File: src/design/blt_pkg.sv
package blt_pkg;

  // Field widths fixed by the item formats.
  localparam int OP_W        = 3;
  localparam int VALUE_W     = 32;
  localparam int INDEX_W     = 8;
  localparam int STATUS_W    = 2;
  localparam int COUNT_W     = 11;
  localparam int QUEUE_DEPTH = 2;

  typedef enum logic [OP_W-1:0] {
    OP_PUSH_FRONT = 3'd0,
    OP_PUSH_BACK  = 3'd1,
    OP_POP_FRONT  = 3'd2,
    OP_POP_BACK   = 3'd3,
    OP_DELETE     = 3'd4,
    OP_DUMP       = 3'd5
  } op_e;

  typedef enum logic [STATUS_W-1:0] {
    ST_DONE  = 2'd0,
    ST_EMPTY = 2'd1,
    ST_FULL  = 2'd2,
    ST_NOIDX = 2'd3
  } status_e;

  // Work handed from the classifier to the executor.
  typedef enum logic [1:0] {
    CMD_REPORT = 2'd0,
    CMD_WRITE  = 2'd1,
    CMD_REMOVE = 2'd2,
    CMD_DUMP   = 2'd3
  } cmd_kind_e;

  typedef struct packed {
    logic [OP_W-1:0]           operation;
    logic signed [VALUE_W-1:0] value;
    logic [INDEX_W-1:0]        index;
  } in_item_t;

  typedef struct packed {
    logic [STATUS_W-1:0]       status;
    logic signed [VALUE_W-1:0] value_res;
    logic [COUNT_W-1:0]        count;
    logic                      last;
  } out_item_t;

  typedef struct packed {
    cmd_kind_e           kind;
    status_e             status;
    logic [VALUE_W-1:0]  value;
    logic [COUNT_W-1:0]  addr;
    logic [COUNT_W-1:0]  steps;
    logic [COUNT_W-1:0]  count;
  } cmd_t;

endpackage

File: src/design/blt_front.sv
module blt_front import blt_pkg::*; #(
  parameter int CAPACITY = 32
) (
  input  logic     clk,
  input  logic     rst,
  input  logic     in_valid,
  output logic     in_ready,
  input  in_item_t in_data,
  output logic     cmd_valid,
  input  logic     cmd_ready,
  output cmd_t     cmd
);

  localparam int AW = $clog2(CAPACITY);
  localparam int CW = $clog2(CAPACITY + 1);
  localparam int SW = CW + 1;

  logic [CW-1:0] count, count_next;
  logic [AW-1:0] front_pos, front_pos_next;
  logic          full, empty, accept;
  logic [CW-1:0] idx;

  // Store slot of a list position, wrapping around the circular store.
  function automatic logic [AW-1:0] slot_of(input logic [AW-1:0] base,
                                            input logic [CW-1:0] pos);
    logic [SW-1:0] sum;
    sum = SW'(base) + SW'(pos);
    if (sum >= SW'(CAPACITY)) begin
      sum = sum - SW'(CAPACITY);
    end
    return sum[AW-1:0];
  endfunction

  function automatic logic [AW-1:0] slot_inc(input logic [AW-1:0] s);
    return (s == AW'(CAPACITY - 1)) ? '0 : s + 1'b1;
  endfunction

  function automatic logic [AW-1:0] slot_dec(input logic [AW-1:0] s);
    return (s == '0) ? AW'(CAPACITY - 1) : s - 1'b1;
  endfunction

  assign full      = (count == CW'(CAPACITY));
  assign empty     = (count == '0);
  assign idx       = CW'(in_data.index);
  assign in_ready  = cmd_ready;
  assign cmd_valid = in_valid;
  assign accept    = in_valid && cmd_ready;

  // Classify the item against the shadow count and front slot.
  always_comb begin
    cmd            = '0;
    cmd.kind       = CMD_REPORT;
    cmd.status     = ST_DONE;
    cmd.value      = in_data.value;
    count_next     = count;
    front_pos_next = front_pos;
    unique case (in_data.operation)
      OP_PUSH_FRONT: begin
        if (full) begin
          cmd.status = ST_FULL;
        end else begin
          cmd.kind       = CMD_WRITE;
          front_pos_next = slot_dec(front_pos);
          cmd.addr       = COUNT_W'(front_pos_next);
          count_next     = count + 1'b1;
        end
      end
      OP_PUSH_BACK: begin
        if (full) begin
          cmd.status = ST_FULL;
        end else begin
          cmd.kind   = CMD_WRITE;
          cmd.addr   = COUNT_W'(slot_of(front_pos, count));
          count_next = count + 1'b1;
        end
      end
      OP_POP_FRONT: begin
        if (empty) begin
          cmd.status = ST_EMPTY;
        end else begin
          cmd.kind       = CMD_REMOVE;
          cmd.addr       = COUNT_W'(front_pos);
          count_next     = count - 1'b1;
          front_pos_next = (count == CW'(1)) ? '0 : slot_inc(front_pos);
        end
      end
      OP_POP_BACK: begin
        if (empty) begin
          cmd.status = ST_EMPTY;
        end else begin
          cmd.kind       = CMD_REMOVE;
          cmd.addr       = COUNT_W'(slot_of(front_pos, count - 1'b1));
          count_next     = count - 1'b1;
          front_pos_next = (count == CW'(1)) ? '0 : front_pos;
        end
      end
      OP_DELETE: begin
        if (empty) begin
          cmd.status = ST_EMPTY;
        end else if (COUNT_W'(in_data.index) >= COUNT_W'(count)) begin
          cmd.status = ST_NOIDX;
        end else begin
          cmd.kind   = CMD_REMOVE;
          cmd.addr   = COUNT_W'(slot_of(front_pos, idx));
          count_next = count - 1'b1;
          // The front element goes by moving the front slot, with no shifting.
          if (idx == '0) begin
            front_pos_next = (count == CW'(1)) ? '0 : slot_inc(front_pos);
          end else begin
            cmd.steps = COUNT_W'(count - 1'b1 - idx);
          end
        end
      end
      OP_DUMP: begin
        if (empty) begin
          cmd.status = ST_EMPTY;
        end else begin
          cmd.kind  = CMD_DUMP;
          cmd.addr  = COUNT_W'(front_pos);
          cmd.steps = COUNT_W'(count);
        end
      end
      default: begin
        cmd.status = ST_DONE;
      end
    endcase
    cmd.count = COUNT_W'(count_next);
  end

  // Shadow list state advances as each item is classified.
  always_ff @(posedge clk) begin
    if (rst) begin
      count     <= '0;
      front_pos <= '0;
    end else if (accept) begin
      count     <= count_next;
      front_pos <= front_pos_next;
    end
  end

endmodule

File: src/design/blt_queue.sv
module blt_queue import blt_pkg::*; (
  input  logic clk,
  input  logic rst,
  input  logic push_valid,
  output logic push_ready,
  input  cmd_t push_data,
  output logic pop_valid,
  input  logic pop_ready,
  output cmd_t pop_data
);

  localparam int PW = $clog2(QUEUE_DEPTH);
  localparam int NW = $clog2(QUEUE_DEPTH + 1);

  cmd_t          slots [QUEUE_DEPTH];
  logic [PW-1:0] wr_ptr, rd_ptr;
  logic [NW-1:0] fill;
  logic          do_push, do_pop;

  assign push_ready = (fill != NW'(QUEUE_DEPTH));
  assign pop_valid  = (fill != '0);
  assign pop_data   = slots[rd_ptr];
  assign do_push    = push_valid && push_ready;
  assign do_pop     = pop_valid && pop_ready;

  // Pointers and fill level.
  always_ff @(posedge clk) begin
    if (rst) begin
      wr_ptr <= '0;
      rd_ptr <= '0;
      fill   <= '0;
    end else begin
      if (do_push) begin
        wr_ptr <= (wr_ptr == PW'(QUEUE_DEPTH - 1)) ? '0 : wr_ptr + 1'b1;
      end
      if (do_pop) begin
        rd_ptr <= (rd_ptr == PW'(QUEUE_DEPTH - 1)) ? '0 : rd_ptr + 1'b1;
      end
      if (do_push && !do_pop) begin
        fill <= fill + 1'b1;
      end else if (do_pop && !do_push) begin
        fill <= fill - 1'b1;
      end
    end
  end

  // Entry storage.
  always_ff @(posedge clk) begin
    if (do_push) begin
      slots[wr_ptr] <= push_data;
    end
  end

endmodule

File: src/design/blt_back.sv
module blt_back import blt_pkg::*; #(
  parameter int CAPACITY = 32
) (
  input  logic      clk,
  input  logic      rst,
  input  logic      cmd_valid,
  output logic      cmd_ready,
  input  cmd_t      cmd,
  output logic      out_valid,
  input  logic      out_ready,
  output out_item_t out_data
);

  localparam int AW = $clog2(CAPACITY);
  localparam int CW = $clog2(CAPACITY + 1);

  typedef enum logic [4:0] {
    S_IDLE  = 5'b00001,
    S_FIRST = 5'b00010,
    S_SHIFT = 5'b00100,
    S_EMIT  = 5'b01000,
    S_DUMP  = 5'b10000
  } state_t;

  state_t               state, state_next;
  logic [CW-1:0]        steps, steps_next;
  logic [AW-1:0]        wptr, wptr_next;
  logic [AW-1:0]        rptr, rptr_next;
  logic [COUNT_W-1:0]   count, count_next;
  logic [VALUE_W-1:0]   removed, removed_next;

  logic [VALUE_W-1:0]   mem [CAPACITY];
  logic [VALUE_W-1:0]   rdata;
  logic                 mem_we, mem_re;
  logic [AW-1:0]        mem_waddr, mem_raddr;
  logic [VALUE_W-1:0]   mem_wdata;

  logic                 can_emit, emit;
  out_item_t            emit_data;

  function automatic logic [AW-1:0] slot_inc(input logic [AW-1:0] s);
    return (s == AW'(CAPACITY - 1)) ? '0 : s + 1'b1;
  endfunction

  assign can_emit = !out_valid || out_ready;

  // Sequencer: one memory read and one write per cycle at most.
  always_comb begin
    state_next   = state;
    steps_next   = steps;
    wptr_next    = wptr;
    rptr_next    = rptr;
    count_next   = count;
    removed_next = removed;
    cmd_ready    = 1'b0;
    mem_we       = 1'b0;
    mem_waddr    = wptr;
    mem_wdata    = rdata;
    mem_re       = 1'b0;
    mem_raddr    = rptr;
    emit         = 1'b0;
    emit_data    = '0;
    unique case (state)
      S_IDLE: begin
        if (cmd_valid && can_emit) begin
          cmd_ready  = 1'b1;
          count_next = cmd.count;
          steps_next = CW'(cmd.steps);
          case (cmd.kind)
            CMD_WRITE: begin
              mem_we    = 1'b1;
              mem_waddr = AW'(cmd.addr);
              mem_wdata = cmd.value;
              emit      = 1'b1;
              emit_data = '{status: ST_DONE, value_res: '0, count: cmd.count, last: 1'b1};
            end
            CMD_REMOVE: begin
              mem_re     = 1'b1;
              mem_raddr  = AW'(cmd.addr);
              wptr_next  = AW'(cmd.addr);
              state_next = S_FIRST;
            end
            CMD_DUMP: begin
              mem_re     = 1'b1;
              mem_raddr  = AW'(cmd.addr);
              rptr_next  = AW'(cmd.addr);
              state_next = S_DUMP;
            end
            default: begin
              emit      = 1'b1;
              emit_data = '{status: cmd.status, value_res: '0, count: cmd.count,
                            last: 1'b1};
            end
          endcase
        end
      end
      S_FIRST: begin
        // The removed element arrives; start closing the gap if needed.
        removed_next = rdata;
        if (steps != '0) begin
          mem_re     = 1'b1;
          mem_raddr  = slot_inc(wptr);
          rptr_next  = slot_inc(wptr);
          state_next = S_SHIFT;
        end else begin
          state_next = S_EMIT;
        end
      end
      S_SHIFT: begin
        // Move the element just read one slot toward the front.
        mem_we     = 1'b1;
        mem_waddr  = wptr;
        mem_wdata  = rdata;
        wptr_next  = rptr;
        steps_next = steps - 1'b1;
        if (steps > CW'(1)) begin
          mem_re    = 1'b1;
          mem_raddr = slot_inc(rptr);
          rptr_next = slot_inc(rptr);
        end else begin
          state_next = S_EMIT;
        end
      end
      S_EMIT: begin
        if (can_emit) begin
          emit       = 1'b1;
          emit_data  = '{status: ST_DONE, value_res: removed, count: count, last: 1'b1};
          state_next = S_IDLE;
        end
      end
      S_DUMP: begin
        // Read data holds until the next read, so a stalled output loses nothing.
        if (can_emit) begin
          emit       = 1'b1;
          emit_data  = '{status: ST_DONE, value_res: rdata, count: count,
                         last: (steps == CW'(1))};
          steps_next = steps - 1'b1;
          if (steps > CW'(1)) begin
            mem_re    = 1'b1;
            mem_raddr = slot_inc(rptr);
            rptr_next = slot_inc(rptr);
          end else begin
            state_next = S_IDLE;
          end
        end
      end
      default: begin
        state_next = S_IDLE;
      end
    endcase
  end

  // Control registers.
  always_ff @(posedge clk) begin
    if (rst) begin
      state     <= S_IDLE;
      out_valid <= 1'b0;
    end else begin
      state <= state_next;
      if (emit) begin
        out_valid <= 1'b1;
      end else if (out_ready) begin
        out_valid <= 1'b0;
      end
    end
  end

  // Working registers and output payload.
  always_ff @(posedge clk) begin
    steps   <= steps_next;
    wptr    <= wptr_next;
    rptr    <= rptr_next;
    count   <= count_next;
    removed <= removed_next;
    if (emit) begin
      out_data <= emit_data;
    end
  end

  // Element store: one write port, one registered read port.
  always_ff @(posedge clk) begin
    if (mem_we) begin
      mem[mem_waddr] <= mem_wdata;
    end
  end

  always_ff @(posedge clk) begin
    if (mem_re) begin
      rdata <= mem[mem_raddr];
    end
  end

endmodule

File: src/design/bounded_list_with_tail_unit.sv
// Ordered list of up to CAPACITY signed 32-bit values held in a circular
// store, with push and pop at both ends, delete at a zero-based index and a
// front-to-back dump. The front stage classifies each item against its own
// copy of the count and front slot and takes a new item every cycle while the
// two-entry command queue has room. The back stage carries the commands out
// through the single-port-read element memory and gives one result per cycle
// at best: a push or a rejected request is answered from idle; a pop at
// either end or a delete reads the removed element first, and a delete at
// index i above zero moves the count - 1 - i elements behind it one slot
// toward the front before the result; a dump reads the elements front to
// back, one result each. Reading an element that was never written gives an
// undefined value; the list itself needs no clearing after reset.
module bounded_list_with_tail_unit import blt_pkg::*; #(
  parameter int CAPACITY = 32
) (
  input  logic      clk,
  input  logic      rst,
  input  logic      in_valid,
  output logic      in_ready,
  input  in_item_t  in_data,
  output logic      out_valid,
  input  logic      out_ready,
  output out_item_t out_data
);

  cmd_t q_in, q_out;
  logic q_in_valid, q_in_ready, q_out_valid, q_out_ready;

  // Classifier.
  blt_front #(
    .CAPACITY(CAPACITY)
  ) u_front (
    .clk      (clk),
    .rst      (rst),
    .in_valid (in_valid),
    .in_ready (in_ready),
    .in_data  (in_data),
    .cmd_valid(q_in_valid),
    .cmd_ready(q_in_ready),
    .cmd      (q_in)
  );

  // Command queue between the two stages.
  blt_queue u_queue (
    .clk       (clk),
    .rst       (rst),
    .push_valid(q_in_valid),
    .push_ready(q_in_ready),
    .push_data (q_in),
    .pop_valid (q_out_valid),
    .pop_ready (q_out_ready),
    .pop_data  (q_out)
  );

  // Executor and element store.
  blt_back #(
    .CAPACITY(CAPACITY)
  ) u_back (
    .clk      (clk),
    .rst      (rst),
    .cmd_valid(q_out_valid),
    .cmd_ready(q_out_ready),
    .cmd      (q_out),
    .out_valid(out_valid),
    .out_ready(out_ready),
    .out_data (out_data)
  );

endmodule

File: config.mk
export PLATFORM = sky130hd
export DESIGN_NAME = bounded_list_with_tail_unit
export DESIGN_NICKNAME = d
export VERILOG_FILES = /design/src/design/blt_pkg.sv /design/src/design/blt_front.sv /design/src/design/blt_queue.sv /design/src/design/blt_back.sv /design/src/design/bounded_list_with_tail_unit.sv
export SDC_FILE = /design/constraint.sdc
export NUM_CORES = 1
export LEC_CHECK = 0
export BUFFER_PORTS_ARGS = -buffer_cell sky130_fd_sc_hd__buf_2
export CORE_UTILIZATION = 35
export CTS_CLUSTER_SIZE = 28
export DETAILED_ROUTE_END_ITERATION = 8
export MAX_ROUTING_LAYER = met4
export PLACE_DENSITY = 0.56
export SLEW_MARGIN = 15
export SYNTH_ARGS = -nofsm -noshare
export SYNTH_HDL_FRONTEND = slang
export SYNTH_HIERARCHICAL = 1
export SYNTH_SLANG_ARGS = --single-unit
File: constraint.sdc
create_clock -name clk -period 10.53 [get_ports clk]
set_input_delay 1.053 -clock clk [delete_from_list [all_inputs] [get_ports clk]]
set_output_delay 1.053 -clock clk [all_outputs]
set_load 0.005 [all_outputs]
# Word-level counts from Yosys, hierarchy flattened
# Memories as Yosys holds them, arrays and structs flattened. A register that Yosys moved wholly into a read port is not among the register bits.
# Index checks and enable logic that the tools add are counted.
dict set report op_classes {
  reduce_logical 32
  n_lt_le_gt_ge 5
  muxes 103
  n_eq_ne 35
  addsub 19
}
# cell n
set ops {}
lappend ops {{5-bit two-way mux} 36}
lappend ops {{46-bit case mux with 3 select lines} 1}
lappend ops {{32-bit two-way mux} 3}
lappend ops {{46-bit case mux with 2 select lines} 1}
lappend ops {{44-bit two-way mux} 2}
lappend ops {{11-bit case mux with 6 select lines} 1}
lappend ops {{5-bit case mux with 4 select lines} 3}
lappend ops {{46-bit two-way mux} 1}
lappend ops {{6-bit two-way mux} 6}
lappend ops {{6-bit case mux with 3 select lines} 2}
lappend ops {{16-bit two-way mux} 2}
lappend ops {{5-bit case mux with 5 select lines} 1}
lappend ops {{1-bit two-way mux} 24}
lappend ops {{22-bit two-way mux} 1}
lappend ops {{11-bit case mux with 2 select lines} 1}
lappend ops {{5-bit by 6-bit adder with 7-bit output} 3}
lappend ops {{7-bit by 6-bit greater-or-equal comparator with 1-bit output (second input constant)} 3}
lappend ops {{5-bit == test (second input constant)} 4}
lappend ops {{2-bit != test (second input constant)} 10}
lappend ops {{5-bit case mux with 2 select lines} 2}
lappend ops {{5-bit by 1-bit subtractor with 5-bit output (second input constant)} 4}
lappend ops {{2-bit two-way mux} 9}
lappend ops {{5-bit by 1-bit adder with 5-bit output (second input constant)} 3}
lappend ops {{6-bit by 1-bit == test with 1-bit output (second input constant)} 2}
lappend ops {{other kinds (43)} 69}
dict set report totals {
  elab_cells 212
  n_memories 2
  ramBits 1152
  in_bits 47
  reg_bits 126
}
# name depth word_bits read_ports rd_ports_with_merged_regs wr line_no
set mem_list {}
lappend mem_list {u_back.mem 32 32 1 1 1 blt_back.sv:32} ;# logic [VALUE_W-1:0] mem [CAPACITY];
lappend mem_list {u_queue.slots 2 64 1 1 1 blt_queue.sv:15} ;# cmd_t slots [QUEUE_DEPTH];

# Longest topological paths before layout
# Gate-level depths: netlist of run 1.
dict set report depth {
  word_depth 9
  ltp_mapped 16
  mapped_depth_nobuf 12
}

# Hierarchy
# The synthesis of run 1 kept the hierarchy.
# mod area_per_inst_um2 instances cells_per_inst seq_area_each_um2
set modules_own_cells {}
lappend modules_own_cells {blt_back 46454.6 1 3395 34983.6}
lappend modules_own_cells {blt_queue 5240.0 1 239 4244.1}
lappend modules_own_cells {blt_front 2693.8 1 355 220.2}

# Least setup slack after synthesis of run 1
# No wires, ideal clock.
dict set report synth_path {
  path_kind {input to register}
  startpoint {input port out_ready}
  endpoint {memory u_back.mem[21][0] (enable)}
  stages 7
  setup_time_ns 0.421
  slack_ns 6.375
  arrival_time_ns 3.734
  path_buffers 1
  cell_sequence {nor2b_1 -> nor3_1 -> and2_0 -> clkbuf_1 -> a31oi_1 -> or2_2 -> nor2_1}
}
dict set report synth_between {
  elab_chain_cells 6
  elab_cells_between_ends 8
  cone_classes {mux: 6; reduce/logical: 2}
}
# item line_no
set synth_lines {}
lappend synth_lines {{start, declared} bounded_list_with_tail_unit.sv:22} ;# input logic out_ready,
lappend synth_lines {{1-bit logical OR (*)} blt_back.sv:45} ;# assign can_emit = !out_valid || out_ready;
lappend synth_lines {{1-bit logical AND (*)} blt_back.sv:65} ;# if (cmd_valid && can_emit) begin
lappend synth_lines {{1-bit two-way mux} blt_back.sv:65}
lappend synth_lines {{1-bit case mux with 2 select lines} blt_back.sv:63} ;# unique case (state)
lappend synth_lines {{1-bit two-way mux} blt_back.sv:182} ;# if (mem_we) begin
lappend synth_lines {{1-bit two-way mux (not written as such)} blt_back.sv:183} ;# mem[mem_waddr] <= mem_wdata;
lappend synth_lines {{end, declared} blt_back.sv:32}
# Mark *: on every way between the ends. The rest lies on a longest branch, timed or not.

# Final worst setup path of run 1
dict set report layout_path {
  startpoint {register u_back.steps[0]}
  endpoint {register u_back.rdata[5], read port of u_back.mem, data pin}
}
dict set report layout_between {
  elab_chain_cells 4
  elab_cells_between_ends 10
  cone_classes {order compare: 1; mux: 8; reduce/logical: 1}
}
# item line_no
set layout_lines {}
lappend layout_lines {{start, declared} blt_back.sv:26} ;# logic [CW-1:0] steps, steps_next;
lappend layout_lines {{start signal, assigned} blt_back.sv:170} ;# steps <= steps_next;
lappend layout_lines {{6-bit by 1-bit > comparator with 1-bit output} {blt_back.sv:116, blt_back.sv:138}}
lappend layout_lines {{5-bit two-way mux / 1-bit two-way mux (equally long branches)} {blt_back.sv:116, blt_back.sv:138}}
lappend layout_lines {{5-bit two-way mux / 1-bit two-way mux (equally long branches)} blt_back.sv:133} ;# if (can_emit) begin
lappend layout_lines {{5-bit case mux with 4 select lines / 1-bit case mux with 4 select lines (equally long branches)} blt_back.sv:63}
lappend layout_lines {{end, declared} blt_back.sv:33} ;# logic [VALUE_W-1:0] rdata;
# Parallel ways exist; a longest one is shown, timed or not.
# A chain may end at the register's enable or synchronous reset.

==> results_dict.tcl, run 1 <==
set metrics [dict create \
    cts_sinks 1299 \
    clk_latency_ns 0.75 \
    cts_max_path_buffers 3 \
    die_x_um 393.0 \
    cap_violations 0 \
    grt_setup_unrepaired "no" \
    crit_type "flop to flop" \
    htreeDepth 4 \
    final_cell_mix "edfxtp_1 (1277), nand2_1 (977), and3_1 (198)" \
    numCtsBuffers 139 \
    worstPathArrival_ns 5.74 \
    grt_pass1_wl_um 223000 \
    cts_tree "done" \
    startpoint_type "flop" \
    layout_min_cycle_time_ns 5.277 \
    die_h_um 393.0 \
    min_from "u_back/rdata[16]" \
    cts-root-buf "clkbuf_16" \
    drive_gt1_share_pct 12.16 \
    yosysWarnings 6 \
    combPwrFrac_pct 28.3 \
    relSlewSlack_pct 12.46 \
    nFillCells 14049 \
    totalWireLength_um 155900 \
    drtIter0Drc 3434 \
    crit_fanout 69 \
    multi_input_area_sq_um 13580 \
    finalMaxSlewViolations 0 \
    viasPerCell 5.473 \
    nets 4069 \
    hold_ws_ns 0.4923 \
    dieArea_sq_um 154400 \
    synthCells 3942 \
    rows 143 \
    irDropWorstVdd_mv 0.2410 \
    max_clock_freq_ghz 0.1895 \
    port_buffers 94 \
    period_share_pct 50.11 \
    postCtsResizedCells 0 \
    total_power_mw 16.20 \
    overflow 0 \
    holdBufCountCts 0 \
    drc 0 \
    r2r-start "u_back/steps[0]" \
    post_cts_buffers 0 \
    hp-class "flop to flop" \
    antenna_found_initial 2 \
    worst_ep_required_time_ns 11.00 \
    switchingPower_mw 5.529 \
    drtPass1Iterations 6 \
    routedWlPerCell_um 25.49 \
    p_sw_share_pct 34.13 \
    num_vias 33479 \
    n_antenna_cell 0 \
    status "finished clean" \
    syn_to_final_growth_pct 12.81 \
    core_area_sq_um 151900 \
    clkTransAtPathRegs_ns 0.06 \
    r2r-end "u_back/rdata[5]" \
    ioPinCount 95 \
    hold_viol_final 0 \
    critPathCaptureType "flop" \
    antenna_left 0 \
    placed_cell_area_sq_um 56100 \
    fin_skew_ns 0.02623 \
    finalSetupTns_ns 0 \
    tightest_slew_ns 1.306 \
    p_leak_nw 21.01 \
    r2r_cells 13 \
    final_area_sq_um 60350 \
    start_util_pct 35.22 \
    place_hpwl_um 82540 \
    layoutNonFillerInstCount 6117 \
    post-place-cells 5869 \
    netlist_area_sq_um 53500 \
    seq_power_share_pct 43.4 \
    syn_area_per_cell_sq_um 13.57 \
    power.density_nw_per_um2 268.4 \
    grt.total_usage_pct 20.56 \
    min_to "u_back/removed[16]" \
    final-setup-viol-count 0 \
    grt_pass1_vias 31500 \
    grt_max_degree 181 \
    seqCellArea_sq_um 38790 \
    gp_congestion 0.8745 \
    final_common_cell "edfxtp_1" \
    r2r_slack_ns 5.25 \
    intPower_mw 10.67 \
    holdPathStages 0 \
    p_clk_share_pct 28.3 \
]
==> worst max path at each step <==
stage	from	end	depth (start not counted)
2_1_floorplan	out_ready	u_back/mem[21][0]	7
3_3_place_gp	out_ready	u_back/rdata[2]	13
3_5_place_dp	out_ready	u_back/rdata[30]	13
4_1_cts	u_back/steps[0]	u_back/rdata[5]	13
5_1_grt	u_back/steps[0]	u_back/rdata[14]	13
6_report	u_back/steps[0]	u_back/rdata[5]	13
==> power groups by stage <==
stage               combinational [mW]  clock [mW]  sequential (mW)
CTS                               4.58        4.66             7.03
floorplan                         3.02           0             7.00
global route                      4.97        4.85             7.06
finish                            4.59        4.58             7.03
global placement                  4.53           0             7.13
detailed placement                4.57           0             7.14
==> registers in the layout, indices dropped and copies added, names as in the netlist, 6 cells and up, named ones only <==
signal           count
u_back/count        11
u_back/mem        1024
u_back/out_data     46
u_back/rdata        32
u_back/removed      32
u_back/steps         6
u_front/count        6
u_queue/slots      116
==> through the flow <==
stage,utilization [%],setup WS [ns]
2_1_floorplan,-,6.375
3_3_place_gp,36.93,5.181
3_5_place_dp,36.93,5.035
4_1_cts,39.73,5.302
5_1_grt,39.73,4.957
6_report,39.73,5.253
==> final cells by class <==
type / instances / area share (%)
inverter: 31 / 0.1928
clock inverter: 72 / 0.8707
sequential: 1299 / 64.27
tap: 2030 / 4.209
timing repair buffer: 165 / 1.787
clock buffer: 176 / 6.168
multi-input combinational: 2344 / 22.50
==> per-layer routing <==
metal  vias up  part of all wire (%)  GRT usage [%]
li1      14748                     -              -
met1     17130                    42          27.31
met2      1338                    48          32.31
met3       263                   7.0          3.153
met4         0                   3.0          6.643
met5         -                     0              -
==> worst max-delay path, cell delays in order (launching register included) <==
cell and delay, ns:
edfxtp_1 0.44, inv_1 0.09, ha_1 0.21, or3b_1 0.43, or3_1 0.44, o21ai_1 0.36
o21a_1 0.44, or2_4 0.20, buf_4 0.76, buf_4 0.86, nand3_1 0.14, and3_1 0.22
a31oi_1 0.20, nand4_1 0.12
Power figures use the tool's default switching activity.
==> inputs of run 2 (changes only) <==
==> constraint.sdc (replaced) <==
create_clock -name clk -period 5.5 [get_ports clk]
set_input_delay 0.55 -clock clk [delete_from_list [all_inputs] [get_ports clk]]
set_output_delay 0.55 -clock clk [all_outputs]
set_load 0.005 [all_outputs]
==> run 2 against run 1 <==
Against the previous run:
- count of clock-buffer cells in the layout down 5
- final area up 1.6%
- global-route usage up 0.29 points
- via count down 0.31%
- sequential share of layout area down 0.99 points
- cell count up 0.90%
- setup slack worse by 4.2 ns
- register-to-register slack worse by 4.2 ns
- flip-flop and latch count unchanged
- total power up 95%
- clock skew up 0.0062 ns
- critical path depth down 1
==> results_dict.tcl, run 2 (synthesis gave the netlist of run 1 again) <==
set metrics [dict create \
    clk_latency_ns 0.77 \
    max_clock_freq_ghz 0.2234 \
    core_area_sq_um 151900 \
    irDropWorstVdd_mv 0.4529 \
    layout_setup_ws_ns 1.024 \
    relSlewSlack_pct 19.59 \
    antenna_left 0 \
    finalMaxSlewViolations 0 \
    tightest_slew_ns 1.203 \
    wl_met3_um 11430 \
    startpoint_type "flop" \
    cts_max_path_buffers 3 \
    wl_met2_um 72980 \
    nFillCells 13902 \
    postCtsResizedCells 0 \
    worst_ep_required_time_ns 6.00 \
    power.density_nw_per_um2 516.2 \
    place_hpwl_um 90210 \
    largest_register_ff_count 1024 \
    syn_to_final_growth_pct 14.58 \
    cts_tree "done" \
    critPathCaptureType "flop" \
    drtIter0Drc 3654 \
    die_x_um 393.0 \
    grt.total_usage_pct 20.85 \
    start_util_pct 35.22 \
    crit_fanout 134 \
    cts-root-buf "clkbuf_16" \
    grt_setup_unrepaired "no" \
    overflow 0 \
    seqCellArea_sq_um 38790 \
    crit_type "flop to flop" \
    viasPerCell 5.408 \
    ioPinCount 95 \
    period_share_pct 81.38 \
    grt_pass1_wl_um 225800 \
    port_buffers 94 \
    final_cell_mix "edfxtp_1 (1277), nand2_1 (974), and3_1 (198)" \
    grt_max_degree 135 \
    rows 143 \
    clkTransAtPathRegs_ns 0.06 \
    antenna_found_initial 4 \
    totalWireLength_um 157200 \
    p_leak_nw 21.39 \
    hold_viol_final 0 \
    finalSetupTns_ns 0 \
    place_ws_ns 1.167 \
    gp_congestion 0.8839 \
    hp-class "primary input to flop" \
    numCtsBuffers 135 \
    total_power_mw 31.64 \
    drive_gt1_share_pct 12.66 \
    final-setup-viol-count 0 \
    fin_skew_ns 0.03241 \
    p_sw_share_pct 34.06 \
    nets 4124 \
    dr.max_layer_used "met4" \
    p_clk_share_pct 28.4 \
    dieArea_sq_um 154400 \
    largest_register "u_back/mem" \
    status "finished clean" \
    layout_min_cycle_time_ns 4.476 \
    die_h_um 393.0 \
    drtPass1Iterations 6 \
    cts_sinks 1299 \
    num_vias 33376 \
    routedWlPerCell_um 25.46 \
    seq_power_share_pct 42.7 \
    htreeDepth 4 \
    largestRegisters "u_back/mem: 1024 flops, u_queue/slots: 116 flops, u_back/out_data: 46 flops" \
    final_common_cell "edfxtp_1" \
    drc 0 \
    cap_violations 0 \
    r2r_cells 12 \
    holdPathStages 1 \
    switchingPower_mw 10.78 \
    multi_input_area_sq_um 13590 \
    worstPathArrival_ns 4.97 \
    met1_length_um 68320 \
    grt_pass1_vias 31883 \
    combPwrFrac_pct 29.0 \
    intPower_mw 20.87 \
]
## run 2: worst paths after layout
| check | from | end | slack (ns) |
|---|---|---|---|
| worst max-delay path | u_back/steps[0] | u_back/rdata[18] | 1.02 |
| worst min-delay path | in_data[26] | u_queue/slots[1][51] | 0.1 |
| worst max register to register | u_back/steps[0] | u_back/rdata[18] | 1.02 |
| worst min register to register | u_queue/rd_ptr | u_queue/rd_ptr | 0.52 |
## run 2: what timing repair did
item / CTS / global route
hold buffers: 31 / 0
hold endpoints to repair: 62 / 0
buffers inserted: 0 / 0
## run 2: routing by layer
metal | global-route usage (%) | up-vias
met5 | - | -
met1 | 28.08 | 17034
met4 | 6.367 | 0
met2 | 31.87 | 1236
met3 | 4.028 | 237
li1 | - | 14869
## run 2: through the flow
step | utilization, % | instance area, sq um | std cells | hold WS (ns)
floorplan | - | 53510 | 3946 | 0.4507
global placement | 37.29 | 56640 | 5896 | 0.4940
detailed placement | 37.29 | 56650 | 5896 | 0.4994
CTS | 40.32 | 61260 | 6167 | 0.02845
global route | 40.35 | 61300 | 6172 | 0.04245
finish | 40.35 | 61300 | 6172 | 0.09559
## run 2: area by class of cell
type	instances	area share, %
sequential	1299	63.28
clock buffer	171	5.936
antenna	4	0.01633
tap	2030	4.144
clock inverter	69	1.076
timing repair buffer	224	3.192
multi-input combinational	2344	22.17
inverter	31	0.1898
## run 2: power by group through the flow
stage	logic, mW	clock network [mW]	registers (mW)
6_report	9.17	8.97	13.5
2_1_floorplan	5.77	0	13.4
3_3_place_gp	9.04	0	13.7
4_1_cts	9.15	9.12	13.5
3_5_place_dp	9.10	0	13.7
5_1_grt	9.91	9.51	13.6
## run 2: worst max-delay path: stages, from the launching register on
cell and delay (ns):
edfxtp_1 0.43, inv_1 0.08, ha_1 0.20, or3b_1 0.45, or3_1 0.44, o21ai_1 0.36, o21a_1 0.42, or2_4 0.21
buf_12 0.38, nand3_1 0.15, and3_1 0.22, a31oi_1 0.35, nand4_1 0.14
